**src/rtl/lkvc_pkg.sv**
```systemverilog
// ----------------------------------------------------------------------------
// lkvc_pkg
// Shared types and constants of the LRU key-value cache.
// ----------------------------------------------------------------------------
`default_nettype none

package lkvc_pkg;

  // Request kinds carried on in_tuser
  localparam logic REQ_LOOKUP = 1'b0;
  localparam logic REQ_STORE  = 1'b1;

  // Capacity register
  localparam int unsigned CAP_BITS = 5;
  localparam logic [CAP_BITS-1:0] CAP_RESET = 5'd16;

  // Bit positions of the result flags on out_tuser
  localparam int unsigned OUT_HIT_BIT   = 0;
  localparam int unsigned OUT_EVICT_BIT = 1;
  localparam int unsigned OUT_USER_W    = 2;

  // Commands from the controller to the datapath
  typedef struct packed {
    logic capture;   // load the request registers
    logic evaluate;  // register the compare and victim-select results
    logic commit;    // update the table and load the result register
  } lkvc_cmd_t;

endpackage

`default_nettype wire

```
**src/rtl/lkvc_ctrl.sv**
```systemverilog
// ----------------------------------------------------------------------------
// lkvc_ctrl
// Request sequencer: accept, look up, update, hand off the result.
// ----------------------------------------------------------------------------
`default_nettype none

module lkvc_ctrl (
  input  wire logic               clk,
  input  wire logic               rst_n,
  input  wire logic               in_tvalid,
  output logic                    in_tready,
  output logic                    out_tvalid,
  input  wire logic               out_tready,
  output lkvc_pkg::lkvc_cmd_t     cmd
);

  typedef enum logic [1:0] {
    S_IDLE,
    S_LOOKUP,
    S_UPDATE
  } state_t;

  state_t state_r, state_nxt;
  logic   out_valid_r, out_valid_nxt;
  logic   commit;
  logic   accept;

  always_comb begin
    commit        = (state_r == S_UPDATE) && (!out_valid_r || out_tready);
    in_tready     = (state_r == S_IDLE) || commit;
    accept        = in_tvalid && in_tready;
    state_nxt     = state_r;
    out_valid_nxt = out_valid_r;
    if (out_tready) begin
      out_valid_nxt = 1'b0;
    end
    if (commit) begin
      out_valid_nxt = 1'b1;
    end
    unique case (state_r)
      S_IDLE: begin
        if (accept) begin
          state_nxt = S_LOOKUP;
        end
      end
      S_LOOKUP: begin
        state_nxt = S_UPDATE;
      end
      S_UPDATE: begin
        if (commit) begin
          state_nxt = accept ? S_LOOKUP : S_IDLE;
        end
      end
      default: begin
        state_nxt = S_IDLE;
      end
    endcase
  end

  always_ff @(posedge clk) begin
    if (!rst_n) begin
      state_r     <= S_IDLE;
      out_valid_r <= 1'b0;
    end else begin
      state_r     <= state_nxt;
      out_valid_r <= out_valid_nxt;
    end
  end

  assign out_tvalid   = out_valid_r;
  assign cmd.capture  = accept;
  assign cmd.evaluate = (state_r == S_LOOKUP);
  assign cmd.commit   = commit;

endmodule

`default_nettype wire

```
**src/rtl/lkvc_datapath.sv**
```systemverilog
// ----------------------------------------------------------------------------
// lkvc_datapath
// Entry table, parallel key match, victim select and recency-rank update.
// ----------------------------------------------------------------------------
`default_nettype none

module lkvc_datapath #(
  parameter int unsigned MAX_ENTRIES = 16,
  parameter int unsigned KEY_BITS    = 16,
  parameter int unsigned VALUE_BITS  = 16,
  parameter int unsigned IN_DATA_W   = 32,
  parameter int unsigned OUT_DATA_W  = 16
) (
  input  wire logic                              clk,
  input  wire logic                              rst_n,
  input  wire lkvc_pkg::lkvc_cmd_t               cmd,
  input  wire logic                              cfg_wr_en,
  input  wire logic [lkvc_pkg::CAP_BITS-1:0]     cfg_wr_data,
  input  wire logic                              in_tuser,
  input  wire logic [IN_DATA_W-1:0]              in_tdata,
  output logic [OUT_DATA_W-1:0]                  out_tdata,
  output logic [lkvc_pkg::OUT_USER_W-1:0]        out_tuser
);

  localparam int unsigned IDX_W = (MAX_ENTRIES > 1) ? $clog2(MAX_ENTRIES) : 1;
  localparam int unsigned OCC_W = $clog2(MAX_ENTRIES + 1);
  localparam int unsigned CMP_W = (OCC_W > lkvc_pkg::CAP_BITS) ? OCC_W
                                                               : lkvc_pkg::CAP_BITS;
  localparam logic [CMP_W-1:0] MAX_CMP = CMP_W'(MAX_ENTRIES);

  // Request registers
  logic                  req_store_r;
  logic [KEY_BITS-1:0]   req_key_r;
  logic [VALUE_BITS-1:0] req_val_r;

  // Configuration
  logic [lkvc_pkg::CAP_BITS-1:0] capacity_r;

  // Entry table
  logic [KEY_BITS-1:0]   key_r   [MAX_ENTRIES];
  logic [VALUE_BITS-1:0] val_r   [MAX_ENTRIES];
  logic [MAX_ENTRIES-1:0] valid_r, valid_nxt;
  logic [IDX_W-1:0]      rank_r  [MAX_ENTRIES];
  logic [IDX_W-1:0]      rank_nxt[MAX_ENTRIES];
  logic [OCC_W-1:0]      occ_r, occ_nxt;

  // Lookup results
  logic                  hit_r;
  logic [IDX_W-1:0]      hit_idx_r;
  logic [IDX_W-1:0]      hit_rank_r;
  logic [VALUE_BITS-1:0] hit_val_r;
  logic [IDX_W-1:0]      victim_r;
  logic                  full_r;

  logic                  hit_c;
  logic [IDX_W-1:0]      hit_idx_c;
  logic [IDX_W-1:0]      lru_idx_c;
  logic [IDX_W-1:0]      free_idx_c;
  logic                  full_c;
  logic [CMP_W-1:0]      cap_cmp;
  logic [CMP_W-1:0]      limit_c;
  logic [OCC_W-1:0]      oldest_rank;

  // Result registers
  logic [VALUE_BITS-1:0]               rd_val_r;
  logic [lkvc_pkg::OUT_USER_W-1:0]     flags_r;

  // Match, oldest entry and first free entry; lowest index wins
  always_comb begin
    cap_cmp     = CMP_W'(capacity_r);
    limit_c     = cap_cmp;
    if (cap_cmp == '0) begin
      limit_c = CMP_W'(1);
    end else if (cap_cmp > MAX_CMP) begin
      limit_c = MAX_CMP;
    end
    full_c      = CMP_W'(occ_r) >= limit_c;
    oldest_rank = occ_r - OCC_W'(1);
    hit_c       = 1'b0;
    hit_idx_c   = '0;
    lru_idx_c   = '0;
    free_idx_c  = '0;
    for (int i = MAX_ENTRIES - 1; i >= 0; i--) begin
      if (valid_r[i] && key_r[i] == req_key_r) begin
        hit_c     = 1'b1;
        hit_idx_c = IDX_W'(i);
      end
      if (valid_r[i] && OCC_W'(rank_r[i]) == oldest_rank) begin
        lru_idx_c = IDX_W'(i);
      end
      if (!valid_r[i]) begin
        free_idx_c = IDX_W'(i);
      end
    end
  end

  // Table bookkeeping applied at commit
  always_comb begin
    valid_nxt = valid_r;
    rank_nxt  = rank_r;
    occ_nxt   = occ_r;
    if (cmd.commit) begin
      if (hit_r) begin
        for (int i = 0; i < MAX_ENTRIES; i++) begin
          if (valid_r[i] && IDX_W'(i) != hit_idx_r && rank_r[i] < hit_rank_r) begin
            rank_nxt[i] = rank_r[i] + IDX_W'(1);
          end
        end
        rank_nxt[hit_idx_r] = '0;
      end else if (req_store_r == lkvc_pkg::REQ_STORE) begin
        for (int i = 0; i < MAX_ENTRIES; i++) begin
          if (valid_r[i] && !(full_r && IDX_W'(i) == victim_r)) begin
            rank_nxt[i] = rank_r[i] + IDX_W'(1);
          end
        end
        valid_nxt[victim_r] = 1'b1;
        rank_nxt[victim_r]  = '0;
        if (!full_r) begin
          occ_nxt = occ_r + OCC_W'(1);
        end
      end
    end
  end

  always_ff @(posedge clk) begin
    if (!rst_n) begin
      capacity_r <= lkvc_pkg::CAP_RESET;
      valid_r    <= '0;
      occ_r      <= '0;
      for (int i = 0; i < MAX_ENTRIES; i++) begin
        rank_r[i] <= '0;
      end
    end else begin
      if (cfg_wr_en) begin
        capacity_r <= cfg_wr_data;
      end
      valid_r <= valid_nxt;
      occ_r   <= occ_nxt;
      rank_r  <= rank_nxt;
    end
  end

  // Payload registers
  always_ff @(posedge clk) begin
    if (cmd.capture) begin
      req_store_r <= in_tuser;
      req_key_r   <= in_tdata[KEY_BITS-1:0];
      req_val_r   <= in_tdata[KEY_BITS +: VALUE_BITS];
    end
    if (cmd.evaluate) begin
      hit_r      <= hit_c;
      hit_idx_r  <= hit_idx_c;
      hit_rank_r <= rank_r[hit_idx_c];
      hit_val_r  <= val_r[hit_idx_c];
      full_r     <= full_c;
      victim_r   <= full_c ? lru_idx_c : free_idx_c;
    end
    if (cmd.commit) begin
      if (req_store_r == lkvc_pkg::REQ_STORE) begin
        if (hit_r) begin
          val_r[hit_idx_r] <= req_val_r;
        end else begin
          key_r[victim_r] <= req_key_r;
          val_r[victim_r] <= req_val_r;
        end
      end
      rd_val_r <= (hit_r && req_store_r == lkvc_pkg::REQ_LOOKUP) ? hit_val_r : '0;
      flags_r[lkvc_pkg::OUT_HIT_BIT]   <= hit_r;
      flags_r[lkvc_pkg::OUT_EVICT_BIT] <= !hit_r && full_r
                                          && req_store_r == lkvc_pkg::REQ_STORE;
    end
  end

  assign out_tdata = OUT_DATA_W'(rd_val_r);
  assign out_tuser = flags_r;

endmodule

`default_nettype wire

```
**src/rtl/lru_key_value_cache.sv**
```systemverilog
// Sequence: a request is captured when accepted, the lookup edge registers the
//   match, and the update edge loads the result and raises out_tvalid.
// Overlap: the match-then-rank-update sequence takes no request during lookup;
//   a new one enters at the update; a result held by out_tready stalls input.
// Reset: synchronous, active low; clears all entries, ranks and occupancy and
//   sets capacity to 16. No clearing pass, the block is ready right after.
// ----------------------------------------------------------------------------
// lru_key_value_cache
// Fully associative key-value cache with least-recently-used replacement.
// ----------------------------------------------------------------------------
`default_nettype none

module lru_key_value_cache #(
  parameter int unsigned MAX_ENTRIES = 16,
  parameter int unsigned KEY_BITS    = 16,
  parameter int unsigned VALUE_BITS  = 16
) (
  input  wire logic                                 clk,
  input  wire logic                                 rst_n,
  // Capacity register write
  input  wire logic                                 cfg_wr_en,
  input  wire logic [lkvc_pkg::CAP_BITS-1:0]        cfg_wr_data,
  // Request channel
  input  wire logic                                 in_tvalid,
  output logic                                      in_tready,
  // in_tdata: key, then value, zero padded to bytes
  input  wire logic [((KEY_BITS+VALUE_BITS+7)/8)*8-1:0] in_tdata,
  // in_tuser: req_type (0 lookup, 1 store)
  input  wire logic                                 in_tuser,
  // Result channel
  output logic                                      out_tvalid,
  input  wire logic                                 out_tready,
  // out_tdata: read_value, zero padded to bytes
  output logic [((VALUE_BITS+7)/8)*8-1:0]           out_tdata,
  // out_tuser: hit, then evicted
  output logic [lkvc_pkg::OUT_USER_W-1:0]           out_tuser
);

  localparam int unsigned IN_DATA_W  = ((KEY_BITS + VALUE_BITS + 7) / 8) * 8;
  localparam int unsigned OUT_DATA_W = ((VALUE_BITS + 7) / 8) * 8;

  lkvc_pkg::lkvc_cmd_t cmd;

  // Sequence each transaction: capture, evaluate, commit
  lkvc_ctrl u_ctrl (
    .clk        (clk),
    .rst_n      (rst_n),
    .in_tvalid  (in_tvalid),
    .in_tready  (in_tready),
    .out_tvalid (out_tvalid),
    .out_tready (out_tready),
    .cmd        (cmd)
  );

  // Hold the table; match keys in parallel, pick the victim (first free entry
  // or the entry ranked oldest) and age the ranks at commit
  lkvc_datapath #(
    .MAX_ENTRIES (MAX_ENTRIES),
    .KEY_BITS    (KEY_BITS),
    .VALUE_BITS  (VALUE_BITS),
    .IN_DATA_W   (IN_DATA_W),
    .OUT_DATA_W  (OUT_DATA_W)
  ) u_datapath (
    .clk         (clk),
    .rst_n       (rst_n),
    .cmd         (cmd),
    .cfg_wr_en   (cfg_wr_en),
    .cfg_wr_data (cfg_wr_data),
    .in_tuser    (in_tuser),
    .in_tdata    (in_tdata),
    .out_tdata   (out_tdata),
    .out_tuser   (out_tuser)
  );

endmodule

`default_nettype wire

```
**config.mk**
```make
export PLATFORM = sky130hd
export DESIGN_NAME = lru_key_value_cache
export DESIGN_NICKNAME = d
export VERILOG_FILES = /design/src/rtl/lkvc_pkg.sv /design/src/rtl/lkvc_ctrl.sv /design/src/rtl/lkvc_datapath.sv /design/src/rtl/lru_key_value_cache.sv
export SDC_FILE = /design/constraint.sdc
export NUM_CORES = 2
export LEC_CHECK = 0
export ABC_AREA = 1
export BUFFER_PORTS_ARGS = -buffer_cell sky130_fd_sc_hd__buf_2
export CAP_MARGIN = 0
export CORE_MARGIN = 5
export CORE_UTILIZATION = 38
export CTS_BUF_LIST = sky130_fd_sc_hd__clkbuf_16
export CTS_CLUSTER_SIZE = 40
export DETAILED_ROUTE_END_ITERATION = 6
export PLACE_DENSITY = 0.55
export SKIP_CTS_REPAIR_TIMING = 1
export SLEW_MARGIN = 25
export SYNTH_ARGS = -nofsm -noshare
export SYNTH_HDL_FRONTEND = slang
export SYNTH_HIERARCHICAL = 1
export SYNTH_SLANG_ARGS = --single-unit
```
**constraint.sdc**
```tcl
create_clock -name clk -period 5.1 [get_ports clk]
set_input_delay 0.255 -clock clk [delete_from_list [all_inputs] [get_ports clk]]
set_output_delay 0.255 -clock clk [all_outputs]
set_load 0.02 [all_outputs]
```
; After elaboration in Yosys (flattened, before gate mapping)
; Memories as Yosys holds them, arrays and structs flattened. A register that Yosys moved wholly into a read port is not among the register bits.
; Index checks and enable logic that the tools add are counted.
[word_totals]
regBits = 158
ram_bits = 512
out_inout_bits = 20
elab_cells = 481
mem_count = 2
[classes]
n_addsub = 18
order_cmp = 25
eq_ne = 66
muxes = 192
n_bitwise = 11
reduce_logical = 136
[mem_list]
columns = memory, depth, width, rd, rd_clocked_by_memory_dff, wr, line_no
row1 = u_datapath.key_r, 16, 16, 16, 0, 1, lkvc_datapath.sv:40  ; logic [KEY_BITS-1:0] key_r [MAX_ENTRIES];
row2 = u_datapath.val_r, 16, 16, 1, 1, 1, lkvc_datapath.sv:41  ; logic [VALUE_BITS-1:0] val_r [MAX_ENTRIES];
[op_table]
columns = cell, n
row1 = $mux 4, 166
row2 = $eq 16x16->1, 16
row3 = $and 64x64->64, 2
row4 = $mux 64, 2
row5 = $not 64->64, 2
row6 = $logic_and 1x1->1, 104
row7 = $eq 4x5->1, 16
row8 = $add 4x1->4 const B, 16
row9 = $lt 4x4->1, 16
row10 = $demux 4 s4, 2
row11 = $eq 4x4->1 const A, 8
row12 = $ne 4x4->1 const A, 8
row13 = $logic_not 1->1, 18
row14 = $bmux 4 s4, 1
row15 = $eq 3x4->1 const A, 4
row16 = $mux 16, 1
row17 = $ne 3x4->1 const A, 4
row18 = $or 16x16->16, 1
row19 = $reduce_or 16->1, 1
row20 = $ge 5x5->1 const B, 3
row21 = $not 4->5, 3
row22 = $reduce_or 15->1, 1
row23 = $mux 1, 14
row24 = $lt 5x1->1 const B, 2
row25 = other kinds (27), 37

; Depth between registers and ports, before layout
; An unclocked memory read counts as a cell.
[depth]
word_depth = 23
depth_mapped = 31
depth_no_buf = 28

; Cells and area by module
; Netlist, hierarchy kept.
[modules_own_cells]
columns = mod, instances, cells_each, area_each_um2, seq_area_each_um2
row1 = lkvc_datapath, 1, 3901, 35439.0, 19608.8
row2 = lkvc_ctrl, 1, 25, 171.4, 60.1

; Worst setup path before layout
; Ideal clock, no wire load.
[synth_timing]
kind = register -> register
from = reg u_datapath.occ_r[0]
to = reg u_datapath.victim_r[1], data pin
t_arrival_ns = 3.066
required_ns = 4.846
slack_ns = 1.780
path_stages_with_launch = 16
path_buffers = 5
cell_sequence = dfxtp_1 inv_2 clkbuf_1 clkbuf_1 ha_1 clkbuf_1 clkbuf_1 clkbuf_1 nor2_1 a2111oi_0 inv_1 nor4_1 nor2_1 nand2_1 a21oi_1 a21o_1
[synth_between]
elab_chain_cells = 20
[synth_lines]
columns = element, line_no
row1 = "start, declared", lkvc_datapath.sv:45  ; logic [OCC_W-1:0] occ_r, occ_nxt;
row2 = "start signal, assigned", lkvc_datapath.sv:138  ; occ_r <= occ_nxt;
row3 = $sub 5x1->5 (*), lkvc_datapath.sv:78  ; oldest_rank = occ_r - OCC_W'(1);
row4 = via u_datapath.oldest_rank[0], lkvc_datapath.sv:62  ; logic [OCC_W-1:0] oldest_rank;
row5 = $eq 4x5->1, lkvc_datapath.sv:88  ; if (valid_r[i] && OCC_W'(rank_r[i]) == oldest_rank) begin
row6 = $logic_and 1x1->1, lkvc_datapath.sv:88
row7 = $mux 4 (15 in series), lkvc_datapath.sv:88
row8 = $mux 4 (*), lkvc_datapath.sv:88
row9 = $mux 4 (*), lkvc_datapath.sv:156  ; victim_r <= full_c ? lru_idx_c : free_idx_c;
row10 = "end signal, assigned", lkvc_datapath.sv:156
row11 = "end, declared", lkvc_datapath.sv:52  ; logic [IDX_W-1:0] victim_r;
; The timed path passes the listed nets; every way through them passes the cells marked *.
; A chain may end at the register's enable or synchronous reset.

; Final worst setup path
[layout_timing]
from = reg u_datapath.occ_r[0]
to = reg u_datapath.victim_r[1], data pin
[layout_between]
elab_chain_cells = 20
[layout_lines]
columns = element, line_no
row1 = $sub 5x1->5, lkvc_datapath.sv:78
row2 = $eq 4x5->1, lkvc_datapath.sv:88
row3 = $logic_and 1x1->1, lkvc_datapath.sv:88
row4 = $mux 4 (16 in series), lkvc_datapath.sv:88
row5 = $mux 4 (*), lkvc_datapath.sv:156
; Every way passes the cells marked *; elsewhere a longest branch is shown, timed or not.

==> out/results.txt <==
Worst hold slack - 0.1955 ns
Crit path cell chain - inv_2 -> ha_2 -> nand3_1 -> xor2_1 -> inv_1 -> nand3_1 -> nor2_1 -> nor2_1 -> o21ai_0 -> nand2_1 -> nand2_1 -> nand2_1 -> a21oi_1 -> a21o_1
Worst vdd ir - 0.2820 mV
CP max stage delay - 0.78 ns
Area of the core - 0.09319 sq mm
Final worst slack - 0.9864 ns
DRC viols - 0
Max Slew Vio Count - 0
Area growth from synthesis to layout - 13.61%
Reg2Reg Setup Slack - 0.99 ns
Pleak - 0.01573 uW
Die area - 0.09994 sq mm
HP Class - in -> reg
Ports - 63
Largest net degree at the start of global routing - 127
Syn Nets - 4040
FF/Latch Area - 0.01967 sq mm
Total Power - 12790 uW
Critical Path AT - 4.50 ns
TritonCTS Buffers - 78
ANT cells - 0
Detailed Route Iter0 Violations - 2637
Multi-input logic area - 0.01366 sq mm
CTS tree - built
Crit path from - u_datapath/occ_r[0]
Reg2reg path depth - 14
Actual slew at the worst max-slew pin - 1.062 ns
Number of synthesized flops with an enable pin - 593
Syn avg cell area - 9.070 sq um
Longest Clk Path Bufs - 3
Startpoint types - flip-flop
Grt total ovfl - 0
Clock Sinks - 686
Count of cell types in the netlist - 57
Fin nets - 4127
Vias in the first global route - 26420
Layout cells sized above 1 - 8.950%
HPWL after DPL - 68.42 mm
Fin. Hold Viols - 0
Drt pass-1 iters - 7
Critical Path Sink - u_datapath/victim_r[1]
WL/cell - 20.85 um
Pre-CTS setup slack - 0.8715 ns
Status - finished, final reports clean
Fin util - 43.41%
Critical Path Fanout Max - 27
Vias after detailed routing - 28510
Synth Register Bits - 686
RSZ-0062 raised after global routing - false
Slew margin rel. - 29.19%
IO Port Bufs - 62
Filler cell count - 9006
Die Width - 316.1 um
Period utilization - 80.66%
Post-DRT Antenna Nets - 0
Ys Warns - 6
Seq/Total Area, Yosys - 55.23%
GR Util All Layers - 21.70%
Clock latency at the later pin of the worst-skew pair - 0.64 ns
Synth Cell Area - 0.03561 sq mm
Vias per cell - 5.348
Die Y - 316.1 um
Main synth FF type - edfxtp_1
Post-synth ARST share - 0%
CP dominant cell by count - nand2_1
Critical Path RT - 5.49 ns
First-pass GRT wire length - 165.9 mm
Starting density of the core - 38.21%
Critical path capture point type - flip-flop
Min Tclk post-route - 4.114 ns
Antenna violations before repair - 1
Crit Path Category - reg -> reg
R2r endpoint - u_datapath/victim_r[1]
GP Congestion - 0.8833
Clock slew at reported path FFs - 0.06 ns
Layout Skew - 0.02495 ns
# setup viols final - 0
P per Cell Area - 316.1 mW/mm^2
Slowest cell on crit path - dfxtp_1
# Max-Cap Violations - 0
FP Rows - 112
Reg2Reg Launch Point - u_datapath/occ_r[0]
Root buffer cell - clkbuf_16
Maximum clock frequency - 0.2431 GHz
TNS Setup - 0 ns
H-tree Lvls - 3
Total routed wirelength - 111.2 mm
Post-synthesis cell count - 3926
state kept, by name, indices dropped and copies added, names as in the netlist:
signal / flops
u_datapath/key_r: 256
u_ctrl/out_tvalid: 1
u_datapath/cap_cmp: 5
u_datapath/req_key_r: 16
u_datapath/hit_idx_r: 4
u_datapath/out_tuser: 2
u_datapath/occ_r: 5
u_datapath/hit_rank_r: 4
u_datapath/hit_val_r: 16
u_datapath/rank_r: 64
u_datapath/req_val_r: 16
u_datapath/full_r: 1
u_datapath/hit_r: 1
u_datapath/out_tdata: 16
u_ctrl/state_r: 2
u_datapath/val_r: 256
u_datapath/valid_r: 16
u_datapath/req_store_r: 1
u_datapath/victim_r: 4
logic make-up (layout without fill, tap and decap cells):
kind of cell	count (synthesis)	after routing	synth area share, %
buf+inv	551	703	6.718
fa+ha+maj	71	71	2.495
simple gates	2068	2068	25.10
compound gates	419	419	7.231
xor+xnor	131	131	3.222
flops	686	686	55.23
area by class of cell:
type | instances | share of cell area [%]
multi-input combinational | 2689 | 33.77
sequential | 686 | 48.62
tap | 1254 | 3.878
clock inverter | 65 | 1.800
timing repair buffer | 183 | 3.489
clock buffer | 80 | 4.948
inverter | 375 | 3.498
how the worst min path moves through the flow:
stage / start / end / slack (ns) / depth (start not counted)
CTS: in_tdata[20] / u_datapath/req_val_r[4] / -0.25 / 1
finish: rst_n / u_ctrl/state_r[1] / 0.20 / 3
global route: rst_n / u_datapath/occ_r[3] / 0.23 / 3
floorplan: in_tdata[0] / u_datapath/req_key_r[0] / 0.35 / 0
global placement: in_tdata[4] / u_datapath/req_key_r[4] / 0.43 / 1
detailed placement: in_tdata[28] / u_datapath/req_val_r[12] / 0.43 / 1
per-layer routing:
layer / share of wire, % / wire (um) / global-route usage [%]
met1: 45 / 50240 / 31.09
met2: 45 / 50420 / 34.69
met3: 6.3 / 7054 / 2.634
met4: 3.1 / 3466 / 6.689
met5: 0 / 0 / 0
critical path, delay by kind of cell, from the launching register on:
family	cells	cell delay, ns
buffers and inverters	2	0.78
XOR/XNOR	1	0.56
AND/OR/NAND/NOR	7	0.86
adder cells (fa/ha/maj)	1	0.34
AO/OA/AOI/OAI	3	0.54
flip-flops	1	0.78
synthesized netlist by cell type, types with 26 or more instances:
cell,count,share of area [%]
buf_2,63,0.89
dfxtp_1,93,5.2
o211ai_1,30,0.63
nor3_1,69,0.97
xor2_1,78,1.9
edfxtp_1,593,50
a21boi_0,26,0.55
nand3_1,413,5.8
or2_2,33,0.58
ha_1,71,2.5
nor2_1,431,4.5
xnor2_1,53,1.3
nand2_1,953,10
a21oi_1,121,1.7
o21ai_0,117,1.6
nand4_1,68,1.2
inv_1,350,3.7
nor4_1,42,0.74
clkbuf_1,66,0.70
placed cells by master (no fill, tap or decap), types with 6 or more instances in the layout:
cell,Yosys,routed
a221oi_1,16,16
o22ai_1,15,15
nand2_1,953,952
xor2_1,78,76
and3_1,6,6
nand4_1,68,68
o21ai_1,20,20
o2111ai_1,12,12
inv_1,350,355
dlygate4sd3_1,0,42
clkinv_1,4,14
a211oi_1,17,17
clkinv_2,0,20
buf_4,24,72
buf_12,0,7
nor3_1,69,64
nor2_2,0,18
a21oi_1,121,121
buf_2,63,62
inv_2,19,23
nand3b_1,19,19
bufinv_16,0,12
xnor2_1,53,53
nor3b_1,8,8
a21boi_0,26,26
dfxtp_1,93,93
a2111oi_0,10,10
o211ai_1,30,30
ha_1,71,70
clkbuf_16,0,80
nor2_1,431,412
nor4_1,42,42
o21ai_0,117,117
edfxtp_1,593,593
or2_1,10,10
nand3_1,413,413
or2_2,33,33
through the flow:
step                instance area (sq um)  std cells
global route                        40460       5332
floorplan                           35610       3926
detailed placement                  37300       5145
CTS                                 40030       5290
global placement                    37300       5145
finish                              40460       5332
report_power, final:
part / switching, uW / internal, uW
Combinational: 445 / 182
Sequential: 71.9 / 6140
Clock: 2440 / 3510
(Power assumes the default switching activity.)
